===== src/rtl/core/pfra_pkg.sv =====
// Shared types and constants of the page frame reference-count allocator.
package pfra_pkg;

    localparam int FRAME_W = 36;
    localparam int COUNT_W = 11;
    localparam int ADDR_W  = 48;
    localparam int STAT_W  = 3;
    localparam int OP_W    = 2;

    localparam int DIV_STEPS  = FRAME_W;
    localparam int DIV_CNT_W  = $clog2(DIV_STEPS);

    localparam logic [OP_W-1:0] OP_ALLOC   = 2'd0;
    localparam logic [OP_W-1:0] OP_RELEASE = 2'd1;
    localparam logic [OP_W-1:0] OP_RETAIN  = 2'd2;
    localparam logic [OP_W-1:0] OP_SPARE   = 2'd3;

    localparam logic [STAT_W-1:0] ST_OK        = 3'd0;
    localparam logic [STAT_W-1:0] ST_NO_MEMORY = 3'd1;
    localparam logic [STAT_W-1:0] ST_OUTSIDE   = 3'd2;
    localparam logic [STAT_W-1:0] ST_NOT_ALLOC = 3'd3;
    localparam logic [STAT_W-1:0] ST_OVERFLOW  = 3'd4;

    localparam logic CFG_BASE_FRAME = 1'b0;
    localparam logic CFG_ZONE_PAGES = 1'b1;

    typedef struct packed {
        logic [OP_W-1:0]    opcode;
        logic [COUNT_W-1:0] page_count;
        logic               align_request;
        logic [ADDR_W-1:0]  address;
    } in_item_t;

    typedef struct packed {
        logic [STAT_W-1:0] status;
        logic [ADDR_W-1:0] result_address;
    } out_item_t;

endpackage


===== src/rtl/core/pfra_rem_unit.sv =====
// Restoring remainder unit: frame number modulo run length, one bit per cycle.
module pfra_rem_unit
    import pfra_pkg::*;
(
    input  logic               clk,
    input  logic               rst_n,
    input  logic               start,
    input  logic [FRAME_W-1:0] dividend,
    input  logic [COUNT_W-1:0] divisor,
    output logic               done,
    output logic [COUNT_W-1:0] rem
);

    logic                 busy_reg, busy_next;
    logic                 done_reg, done_next;
    logic [DIV_CNT_W-1:0] cnt_reg, cnt_next;
    logic [FRAME_W-1:0]   sh_reg, sh_next;
    logic [COUNT_W-1:0]   rem_reg, rem_next;
    logic [COUNT_W-1:0]   div_reg, div_next;
    logic [COUNT_W:0]     trial;

    always_comb
    begin
        busy_next = busy_reg;
        done_next = 1'b0;
        cnt_next  = cnt_reg;
        sh_next   = sh_reg;
        rem_next  = rem_reg;
        div_next  = div_reg;
        trial     = {rem_reg, sh_reg[FRAME_W-1]};
        if (start)
        begin
            busy_next = 1'b1;
            cnt_next  = '0;
            sh_next   = dividend;
            rem_next  = '0;
            div_next  = divisor;
        end
        else if (busy_reg)
        begin
            if (trial >= {1'b0, div_reg})
            begin
                trial = trial - {1'b0, div_reg};
            end
            rem_next = trial[COUNT_W-1:0];
            sh_next  = {sh_reg[FRAME_W-2:0], 1'b0};
            cnt_next = cnt_reg + 1'b1;
            if (cnt_reg == DIV_CNT_W'(DIV_STEPS - 1))
            begin
                busy_next = 1'b0;
                done_next = 1'b1;
            end
        end
    end

    always_ff @(posedge clk or negedge rst_n)
    begin
        if (!rst_n)
        begin
            busy_reg <= 1'b0;
            done_reg <= 1'b0;
            cnt_reg  <= '0;
        end
        else
        begin
            busy_reg <= busy_next;
            done_reg <= done_next;
            cnt_reg  <= cnt_next;
        end
    end

    always_ff @(posedge clk)
    begin
        sh_reg  <= sh_next;
        rem_reg <= rem_next;
        div_reg <= div_next;
    end

    assign done = done_reg;
    assign rem  = rem_reg;

endmodule


===== config.mk =====
export PLATFORM = sky130hd
export DESIGN_NAME = pfra_rem_unit
export DESIGN_NICKNAME = d
export VERILOG_FILES = /design/src/rtl/core/pfra_pkg.sv /design/src/rtl/core/pfra_rem_unit.sv
export SDC_FILE = /design/constraint.sdc
export NUM_CORES = 1
export LEC_CHECK = 0
export BUFFER_PORTS_ARGS = -buffer_cell sky130_fd_sc_hd__buf_2
export CORE_MARGIN = 1.5
export CORE_UTILIZATION = 55
export DETAILED_ROUTE_END_ITERATION = 8
export GPL_ROUTABILITY_DRIVEN = 1
export PLACE_DENSITY = 0.79
export REMOVE_ABC_BUFFERS = 1
export SYNTH_ARGS = -nofsm -noshare
export SYNTH_HDL_FRONTEND = slang
export SYNTH_SLANG_ARGS = --single-unit

===== constraint.sdc =====
create_clock -name clk -period 2.7 [get_ports clk]
set_clock_uncertainty 0.15 [all_clocks]
set_input_delay 0.54 -clock clk [delete_from_list [all_inputs] [get_ports clk]]
set_output_delay 0.54 -clock clk [all_outputs]
set_load 0.005 [all_outputs]

==> results of run 1 <==
cell type report:
class | count | area share (%)
Timing Repair Buffer | 69 | 9.125
Clock inverter | 6 | 1.428
Clock buffer | 10 | 3.166
Inverter | 19 | 1.769
Tap cell | 75 | 2.328
Sequential cell | 66 | 45.44
Multi-Input combinational cell | 194 | 36.75
synthesized netlist by cell type, types with 6 or more instances:
cell / instances / area share, %
nand2b_1: 7 / 1.3
buf_1: 6 / 0.65
nor2_1: 26 / 2.8
edfxtp_1: 47 / 41
mux2_2: 37 / 12
nand3_1: 7 / 1.0
nor3b_1: 6 / 1.3
dfrtp_1: 8 / 5.8
o21ai_0: 13 / 1.9
inv_1: 19 / 2.1
dfxtp_1: 11 / 6.4
nand2_1: 12 / 1.3
ha_1: 12 / 4.4
a21oi_1: 12 / 1.7
worst paths after layout:
| path | depth (start not counted) | slack, ns | to | startpoint |
|---|---|---|---|---|
| max in group asynchronous | 2 | 1.81 | cnt_reg[3] | rst_n |
| worst max register to register | 9 | 0.17 | rem[9] | sh_reg[35] |
| worst min-delay path | 1 | 0.22 | div_reg[7] | divisor[7] |
| worst max-delay path | 9 | 0.17 | rem[9] | sh_reg[35] |
| worst min register to register | 2 | 0.38 | rem[8] | rem[8] |
| min in group asynchronous | 2 | 0.41 | done | rst_n |
placed cells by master (no fill, tap or decap), drive strengths merged, types with 4 or more instances in the layout:
master | Yosys | routed
a21o | 5 | 5
a21oi | 12 | 12
a311oi | 6 | 6
a31oi | 4 | 4
buf | 8 | 68
clkbuf | 5 | 10
dfrtp | 8 | 8
dfxtp | 11 | 11
edfxtp | 47 | 47
ha | 12 | 12
inv | 19 | 19
mux2 | 37 | 37
nand2 | 12 | 12
nand2b | 7 | 7
nand3 | 7 | 7
nor2 | 26 | 26
nor3b | 6 | 6
o21ai | 13 | 13
metrics by stage:
step | std cells | setup WS (ns)
finish | 439 | 0.1651
global route | 439 | 0.06759
CTS | 439 | 0.1369
detailed placement | 422 | 0.1440
global placement | 422 | 0.2287
floorplan | 279 | 0.2428
cells by family (layout without fill, tap and decap cells):
| family | Yosys count | in the layout | synth area share [%] |
|---|---|---|---|
| AND/OR/NAND/NOR | 79 | 79 | 12.04 |
| multiplexers | 39 | 39 | 12.69 |
| adder cells (fa/ha/maj) | 13 | 13 | 4.945 |
| AO/OA/AOI/OAI | 57 | 57 | 11.71 |
| XOR/XNOR | 6 | 6 | 1.528 |
| buffers and inverters | 32 | 104 | 3.854 |
| flip-flops | 66 | 66 | 53.24 |
power by group:
group / switching, mW / internal, mW / total [mW]
Combinational: 0.622 / 0.540 / 1.16
Sequential: 0.106 / 1.24 / 1.34
Clock: 0.374 / 0.419 / 0.793
layer usage:
layer	global-route usage, %	vias up	routed length [µm]
li1	-	1219	-
met1	28.37	1172	3041
met2	35.08	80	3261
met3	6.923	8	477
met4	7.119	0	54
met5	0	-	0
timing repair:
item                                    4_1_cts  5_1_grt
endpoints found under the setup margin        0        6
gates resized for setup                       0        2
hold endpoints to repair                      8        0
hold buffers                                  1        0
==> run_results.csv, run 1 <==
group,metric,value,unit
route,first_pass_iters,4,
layout,diodes,0,
route,viasPerCell,5.647,
worst_setup_path,crit_type,"flip-flop to flip-flop",
layout,largest_register_ff_count,36,
synthesis,yosysSeqAreaShare,53.24,%
layout,syn_to_final_growth,17.16,%
worst_setup_path,crit_buf_inv,2,
power,p_per_area,818.5,mW/mm²
die,coreArea,0.005991,mm²
sta,hold_viol,0,
worst_setup_path,cp-start-kind,"flip-flop",
worst_setup_path,critPathMaxStageDelay,0.41,ns
synthesis,syn_area,0.003441,mm²
sta,maxSlewViolCount,0,
clock_network,cts.sinks,66,
worst_setup_path,worst_ep_required_time,2.76,ns
worst_setup_path,crit_arrival,2.60,ns
clock_network,cts.clk_slew.worst_paths,0.07,ns
global_route,gr-total-overflow,0,
route,vias,2479,
clock_network,cts_buffer_depth,2,
layout,fin_util,67.29,%
die,ios,62,
die,die_x,82.10,µm
die,fp-row-count,28,
run,cap_viol_max_count,0,
clock_network,cts_setup_buffers,0,
route,routed_wl,6.834,mm
synthesis,yosys.cell_types.count,51,
power,ir_worst_vdd,0.4262,mV
global_route,track_usage,21.92,%
route,drt_iter0_drc,186,
route,post_drt_wl_per_cell,15.57,µm
worst_setup_path,critPathCaptureType,"flip-flop",
global_route,grt_max_degree,39,
sta,timing.slew.headroom,63.53,%
clock_network,clk_latency,0.34,ns
layout,layout-drive-gt1-share,34.34,%
synthesis,synth-main-ff-cell,"edfxtp_1",
sta,worst_pin_slew,0.5453,ns
power,power,3.299,mW
sta,min_period,2.535,ns
layout,fin_nets,422,
layout,final_area,0.004031,mm²
layout,fillCellCount,447,
sta,whs,0.2207,ns
sta,setup_viol,0,
worst_setup_path,crit_chain,"inv_1 > ha_1 > fa_1 > nand2b_1 > a21oi_2 > o2111ai_1 > buf_4 > a31oi_1 > o21ai_0",
sta,setup_tns,0,ns
synthesis,ys_ff_latch,66,
synthesis,postSynthAreaPerCell,11.78,µm²
power,leakage,1.737,nW
route,final_antenna_net_count,0,
clock_network,cts_buffers,9,
clock_network,cts_tree,"yes",
layout,multiInputGateArea,0.001481,mm²
worst_setup_path,critPathTopFamily,"compound AO/OA/AOI/OAI gates",
sta,rsz0062_at_grt,"false",
synthesis,async_reset_ff_share,12.12,%
placed_design,hpwlAfterDp,4.798,mm
global_route,grt_antenna_before_repair,0,
outcome,status,"completed",
global_route,grt_pass1_vias,2311,
layout,register_area,0.001832,mm²
synthesis,synth_edf_count,47,
clock_network,htree_levels,3,
synthesis,yosys_warnings,0,
sta,fmax,0.3945,GHz
worst_setup_path,critPathMaxFanout,8,
sta,timing.final.crit_share,93.89,%
placed_design,portBuffers,61,
die,die_h,82.10,µm
route,drc_errors,0,
clock_network,cts_root_buf,"clkbuf_8",
placed_design,gp_congestion,0.8561,
synthesis,synthCells,292,
placed_design,placed_area,0.003831,mm²
worst_hold_path,hp-class,"primary input to flip-flop",
worst_setup_path,slowest_stage,"fa_1",
die,die_area,0.006740,mm²
die,start_util,57.44,%
global_route,grt_pass1_wl,11.00,mm
(Power assumes the default switching activity.)
==> run 2: changes to the inputs <==
--- a/config.mk
+++ b/config.mk
@@ -5,6 +5,7 @@
 export SDC_FILE = /design/constraint.sdc
 export NUM_CORES = 1
 export LEC_CHECK = 0
+export ABC_AREA = 1
 export BUFFER_PORTS_ARGS = -buffer_cell sky130_fd_sc_hd__buf_2
 export CORE_MARGIN = 1.5
 export CORE_UTILIZATION = 55
==> run 2 against run 1 <==
Utilization rose by 0.23 points. Cell area rose by 1.5%. Fmax rose by 2.6%. Sequential cell count did not move. Global-route usage rose by 0.062 points. Final cell count rose by 30%. Non-clock buffer count fell by 1. Worst hold slack got worse by 0.0025 ns. Worst setup slack improved by 0.064 ns. Largest cell class unchanged. Largest power group unchanged.
==> run_results.csv, run 2 <==
group,metric,value,unit
worst_hold_path,hold_depth,1,
route,routed_wl,7.256,mm
clock_network,cts_buffers,9,
worst_setup_path,worst_ep_required_time,2.76,ns
clock_network,cts_tree,"yes",
worst_setup_path,critPathCaptureType,"flip-flop",
placed_design,portBuffers,61,
layout,fin_util,67.53,%
worst_setup_path,timing.rr.end,"rem[0]",
die,ios,62,
clock_network,cts_root_buf,"clkbuf_8",
synthesis,synthTopCellsByCount,"182 x nand2_1, 58 x inv_1, 47 x edfxtp_1, 20 x nand3_1, 17 x nor2_1",
synthesis,synth_edf_count,47,
route,drt_iter0_drc,101,
synthesis,yosys_warnings,0,
sta,min_period,2.471,ns
worst_setup_path,crit_type,"flip-flop to flip-flop",
synthesis,synth_top_cell_by_area,"edfxtp_1",
global_route,track_usage,21.98,%
worst_setup_path,critPathMaxFanout,12,
worst_hold_path,min-delay-start,"divisor[5]",
layout,layout_common_cells,"182 x nand2_1, 61 x buf_2, 58 x inv_1",
sta,setup_tns,0,ns
placed_design,gp_congestion,0.9926,
synthesis,synthTopCellsByArea,"edfxtp_1 40%, nand2_1 19%, dfxtp_1 6.3%",
synthesis,ys_ff_latch,66,
power,ir_worst_vdd,0.7002,mV
die,coreArea,0.006061,mm²
synthesis,async_reset_ff_share,12.12,%
sta,hold_viol,0,
layout,layout-drive-gt1-share,20.24,%
clock_network,cts.sinks,66,
worst_setup_path,cp-start-kind,"flip-flop",
synthesis,synth-main-ff-cell,"edfxtp_1",
outcome,status,"completed",
global_route,grt_max_degree,42,
sta,rsz0062_at_grt,"false",
worst_setup_path,timing.rr.start,"sh_reg[35]",
layout,diodes,0,
sta,setup_viol,0,
layout,largest_register_ff_count,36,
die,die_area,0.006893,mm²
sta,worst_pin_slew,0.6499,ns
synthesis,yosysSeqAreaShare,52.01,%
route,drc_errors,0,
clock_network,htree_levels,3,
power,leakage,2.150,nW
power,p_per_area,864.0,mW/mm²
worst_setup_path,crit_arrival,2.53,ns
synthesis,yosys.cell_count.top_type,"nand2_1",
route,final_antenna_net_count,0,
sta,fmax,0.4047,GHz
worst_hold_path,min_to,"div_reg[5]",
clock_network,cts.clk_slew.worst_paths,0.07,ns
die,start_util,58.11,%
layout,fin_nets,553,
route,vias,2916,
sta,timing.slew.headroom,56.51,%
clock_network,cts_buffer_depth,2,
route,first_pass_iters,7,
clock_network,post_cts_resized,0,
global_route,grt_pass1_wl,12.30,mm
die,die_h,83.03,µm
sta,timing.final.crit_share,91.51,%
global_route,gr-total-overflow,0,
clock_network,clk_latency,0.34,ns
worst_setup_path,worst_r2r_path_depth,13,
die,fp-row-count,28,
layout,syn_to_final_growth,16.20,%
global_route,grt_antenna_before_repair,0,
route,post_drt_wl_per_cell,12.75,µm
synthesis,synth_top_area_share,40.07,%
synthesis,yosys.cell_types.count,29,
synthesis,synthCells,425,
worst_hold_path,hp-class,"primary input to flip-flop",
synthesis,postSynthAreaPerCell,8.287,µm²
run,cap_viol_max_count,0,
global_route,grt_pass1_vias,2849,
route,viasPerCell,5.125,
layout,mostFrequentLayoutCell,"nand2_1",
sta,maxSlewViolCount,0,
worst_setup_path,regToRegSetupSlack,0.23,ns
synthesis,syn_area,0.003522,mm²
die,die_x,83.03,µm
placed_design,hpwlAfterDp,5.011,mm
[run 2: changes by cell type after synthesis, sizes merged, moves of 6 or more]
cell    delta
inv       +41
nand2b     -7
nor3b      -6
nand3     +21
nor2       -8
a311oi     -6
mux2      -37
nand4     +12
nand2    +177
[run 2: cells by family after synthesis]
group                      synth area share, %
DFF                                      52.01
buffers and inverters                    8.952
adders and majority gates                4.831
and+or+nand+nor                          30.73
xor gates and xnor gates                0.7461
AOI/OAI and AO/OA                        2.735
[run 2: how the worst max path moves through the flow]
| stage | cells after the start | from | slack, ns | to |
|---|---|---|---|---|
| 4_1_cts | 13 | sh_reg[35] | 0.25 | rem[0] |
| 3_3_place_gp | 13 | sh_reg[35] | 0.41 | rem[3] |
| 2_1_floorplan | 13 | sh_reg[35] | 0.58 | rem[0] |
| 6_report | 13 | sh_reg[35] | 0.23 | rem[0] |
| 3_5_place_dp | 13 | sh_reg[35] | 0.27 | rem[0] |
| 5_1_grt | 13 | sh_reg[35] | 0.11 | rem[3] |
[run 2: worst max-delay path: stages, from the launching register on]
cell	delay [ns]
edfxtp_1	0.32
inv_1	0.05
ha_1	0.23
fa_1	0.42
inv_1	0.11
nand2_1	0.05
nand2_1	0.09
nand2_2	0.06
nand2_1	0.07
nand2_2	0.17
nand3_2	0.33
nand2_1	0.11
nand3_1	0.09
o21ai_0	0.08
[run 2: metrics by stage]
| stage | setup WS, ns | hold slack (ns) | instances | power [mW] | instance area [µm²] |
|---|---|---|---|---|---|
| finish | 0.2292 | 0.2182 | 569 | 3.536 | 4093 |
| global route | 0.1064 | 0.2054 | 569 | 3.772 | 4093 |
| floorplan | 0.5774 | 0.09441 | 411 | 2.268 | 3432 |
| detailed placement | 0.2742 | 0.2409 | 553 | 2.638 | 3876 |
| global placement | 0.4057 | 0.2382 | 553 | 2.588 | 3876 |
| CTS | 0.2508 | 0.2085 | 569 | 3.536 | 4093 |
[run 2: timing repair]
action,CTS,global route
endpoints found under the setup margin,0,0
hold endpoints to repair,8,0
hold buffers,1,0
setup buffers,0,0
[run 2: final cells by class]
class | count | area, µm²
Clock buffer | 9 | 123.9
Clock inverter | 6 | 82.58
Fill cell | 521 | 1968
Inverter | 60 | 225.2
Multi-Input combinational cell | 285 | 1375
Sequential cell | 66 | 1832
Tap cell | 75 | 93.84
Timing Repair Buffer | 68 | 360.3
[run 2: layer usage]
layer | routed length [µm] | part of all wire [%] | global-route usage, %
met3 | 466 | 6.4 | 6.362
met2 | 3541 | 49 | 36.59
met1 | 3140 | 43 | 27.22
met4 | 108 | 1.5 | 8.182
met5 | 0 | 0 | 0
[run 2: power by group]
part | internal (mW) | switching, mW
clock | 0.508 | 0.385
sequential | 1.23 | 0.0877
combinational | 0.508 | 0.814
==> run 3: changes to the inputs <==
==> constraint.sdc (replaced) <==
create_clock -name clk -period 2.8 [get_ports clk]
set_clock_uncertainty 0.15 [all_clocks]
set_input_delay 0.56 -clock clk [delete_from_list [all_inputs] [get_ports clk]]
set_output_delay 0.56 -clock clk [all_outputs]
set_load 0.005 [all_outputs]
==> run 3 against run 2 <==
Register-to-register slack improved by 0.08 ns. Worst setup slack improved by 0.079 ns. Worst hold slack improved by 0.0092 ns. Sequential power fell by 4%.
==> run_results.csv, run 3 (same netlist as run 2, synthesis figures left out) <==
group,metric,value,unit
placed_design,gp_congestion,0.9805,
clock_network,cts_setup_buffers,0,
die,start_util,58.11,%
placed_design,dp.cells,554,
global_route,grt_pass1_wl,12.65,mm
clock_network,cts_buffers,9,
power,p_int,2.089,mW
sta,hold_viol,0,
sta,worst_slack,0.3083,ns
global_route,grt_antenna_before_repair,0,
die,die_h,83.03,µm
run,cap_viol_max_count,0,
worst_hold_path,min-delay-start,"divisor[10]",
worst_setup_path,cp-start-kind,"flip-flop",
clock_network,cts_buffer_depth,2,
sta,maxSlewViolCount,0,
power,p_per_area,815.6,mW/mm²
clock_network,cts_tree,"yes",
layout,syn_to_final_growth,15.99,%
clock_network,post_cts_resized,0,
route,vias,2897,
worst_setup_path,regToRegSetupSlack,0.31,ns
power,switching_share,37.30,%
clock_network,cts.clk_slew.worst_paths,0.08,ns
worst_setup_path,crit_chain,"ha_1 > fa_1 > inv_1 > nand2_1 > nand2_1 > nand2_2 > nand2_1 > nand2_2 > nand3_2 > nand2_1 > nand3_1 > o21ai_1",
sta,rsz0062_at_grt,"false",
layout,layout-drive-gt1-share,20.36,%
die,die_area,0.006893,mm²
route,routed_wl,7.096,mm
sta,worst_pin_slew,0.5392,ns
worst_hold_path,hold_depth,1,
power,clkPwrFrac,23.8,%
layout,layout_common_cells,"182 x nand2_1, 61 x buf_2, 58 x inv_1",
worst_setup_path,crit_arrival,2.56,ns
route,post_drt_wl_per_cell,12.43,µm
route,drc_errors,0,
route,drt_iter0_drc,117,
power,p_comb_share,38.0,%
sta,fmax,0.4013,GHz
die,coreArea,0.006061,mm²
clock_network,clk_latency,0.35,ns
layout,diodes,0,
worst_setup_path,timing.rr.start,"div_reg[0]",
die,die_x,83.03,µm
die,fp-row-count,28,
sta,min_period,2.492,ns
worst_setup_path,critPathMaxStageDelay,0.42,ns
route,viasPerCell,5.074,
global_route,grt_max_degree,42,
worst_setup_path,critPathMaxFanout,12,
clock_network,htree_levels,3,
global_route,grt_pass1_vias,2998,
worst_setup_path,critPathCaptureType,"flip-flop",
placed_design,hpwlAfterDp,5.053,mm
sta,setup_tns,0,ns
global_route,gr-total-overflow,0,
power,leakage,2.156,nW
placed_design,portBuffers,61,
worst_setup_path,crit_top_cell,"nand2_1",
worst_setup_path,worst_r2r_path_depth,12,
layout,mostFrequentLayoutCell,"nand2_1",
worst_setup_path,slowest_stage,"fa_1",
layout,stdcell_count,571,
global_route,track_usage,22.68,%
worst_setup_path,worst_ep_required_time,2.87,ns
placed_design,dp_worst_setup_slack,0.3153,ns
worst_setup_path,crit_type,"flip-flop to flip-flop",
route,final_antenna_net_count,0,
power,ir_worst_vdd,0.5001,mV
outcome,status,"completed",
worst_setup_path,timing.rr.end,"rem[4]",
worst_hold_path,hp-class,"primary input to flip-flop",
layout,fin_nets,554,
sta,setup_viol,0,
sta,timing.final.crit_share,88.99,%
worst_setup_path,crit_buf_inv,1,
die,ios,62,
layout,fillCellCount,515,
worst_setup_path,critPathTopFamily,"simple AND/OR/NAND/NOR gates",
route,first_pass_iters,4,
clock_network,cts_root_buf,"clkbuf_8",
sta,timing.slew.headroom,64.05,%
layout,largest_register_ff_count,36,
power,switching_power,1.243,mW
clock_network,ctsHoldBuffers,1,
power,seqPwrFrac,38.3,%
worst_hold_path,min_to,"div_reg[10]",
clock_network,cts.sinks,66,
-- run 3: cell count changes in the layout (fill, tap and decap cells not counted) --
| cell | change |
|---|---|
| bufinv_16 | -1 |
| buf_4 | +1 |
| inv_6 | +2 |
| clkinv_4 | +1 |
| clkinvlp_4 | -2 |
| clkinv_1 | +1 |
-- run 3: final cells by class --
cell class | instances | area (µm²) | share of cell area (%)
Timing Repair Buffer | 69 | 367.9 | 9.005
Sequential cell | 66 | 1832 | 44.84
Inverter | 60 | 225.2 | 5.513
Multi-Input combinational cell | 285 | 1375 | 33.66
Clock inverter | 7 | 67.56 | 1.654
Clock buffer | 9 | 123.9 | 3.032
Tap cell | 75 | 93.84 | 2.297
-- run 3: worst max path at each step --
stage	start	to	slack [ns]	cells after the start
floorplan	sh_reg[35]	rem[0]	0.68	13
global route	div_reg[0]	rem[4]	0.13	12
CTS	div_reg[0]	rem[4]	0.30	12
finish	div_reg[0]	rem[4]	0.31	12
global placement	sh_reg[35]	rem[3]	0.50	13
detailed placement	div_reg[0]	rem[4]	0.32	12
-- run 3: worst register-to-register path, stage by stage (launching register included) --
cell	delay (ns)
edfxtp_1	0.39
ha_1	0.23
fa_1	0.42
inv_1	0.11
nand2_1	0.06
nand2_1	0.09
nand2_2	0.07
nand2_1	0.08
nand2_2	0.18
nand3_2	0.33
nand2_1	0.11
nand3_1	0.10
o21ai_1	0.06
-- run 3: power by group through the flow --
stage,clock network [mW],logic (mW),registers [mW]
after floorplan,0,0.901,1.29
after global placement,0,1.20,1.29
after detailed placement,0,1.25,1.30
after CTS,0.810,1.26,1.28
after global routing,0.846,1.45,1.29
final,0.792,1.27,1.27
-- run 3: stage by stage --
step | util (%) | power [mW] | cell area [µm²] | hold WS, ns
2_1_floorplan | - | 2.187 | 3432 | 0.1144
3_3_place_gp | 64.08 | 2.497 | 3884 | 0.2607
3_5_place_dp | 64.08 | 2.551 | 3884 | 0.2683
4_1_cts | 67.40 | 3.347 | 4085 | 0.2190
5_1_grt | 67.40 | 3.586 | 4085 | 0.2120
6_report | 67.40 | 3.332 | 4085 | 0.2275
-- run 3: per-layer routing --
metal | track usage (%) | wire length [µm] | up-vias
met5 | 0 | 0 | -
li1 | - | - | 1482
met2 | 38.14 | 3530 | 77
met1 | 26.82 | 3086 | 1323
met3 | 6.163 | 335 | 15
met4 | 11.21 | 144 | 0
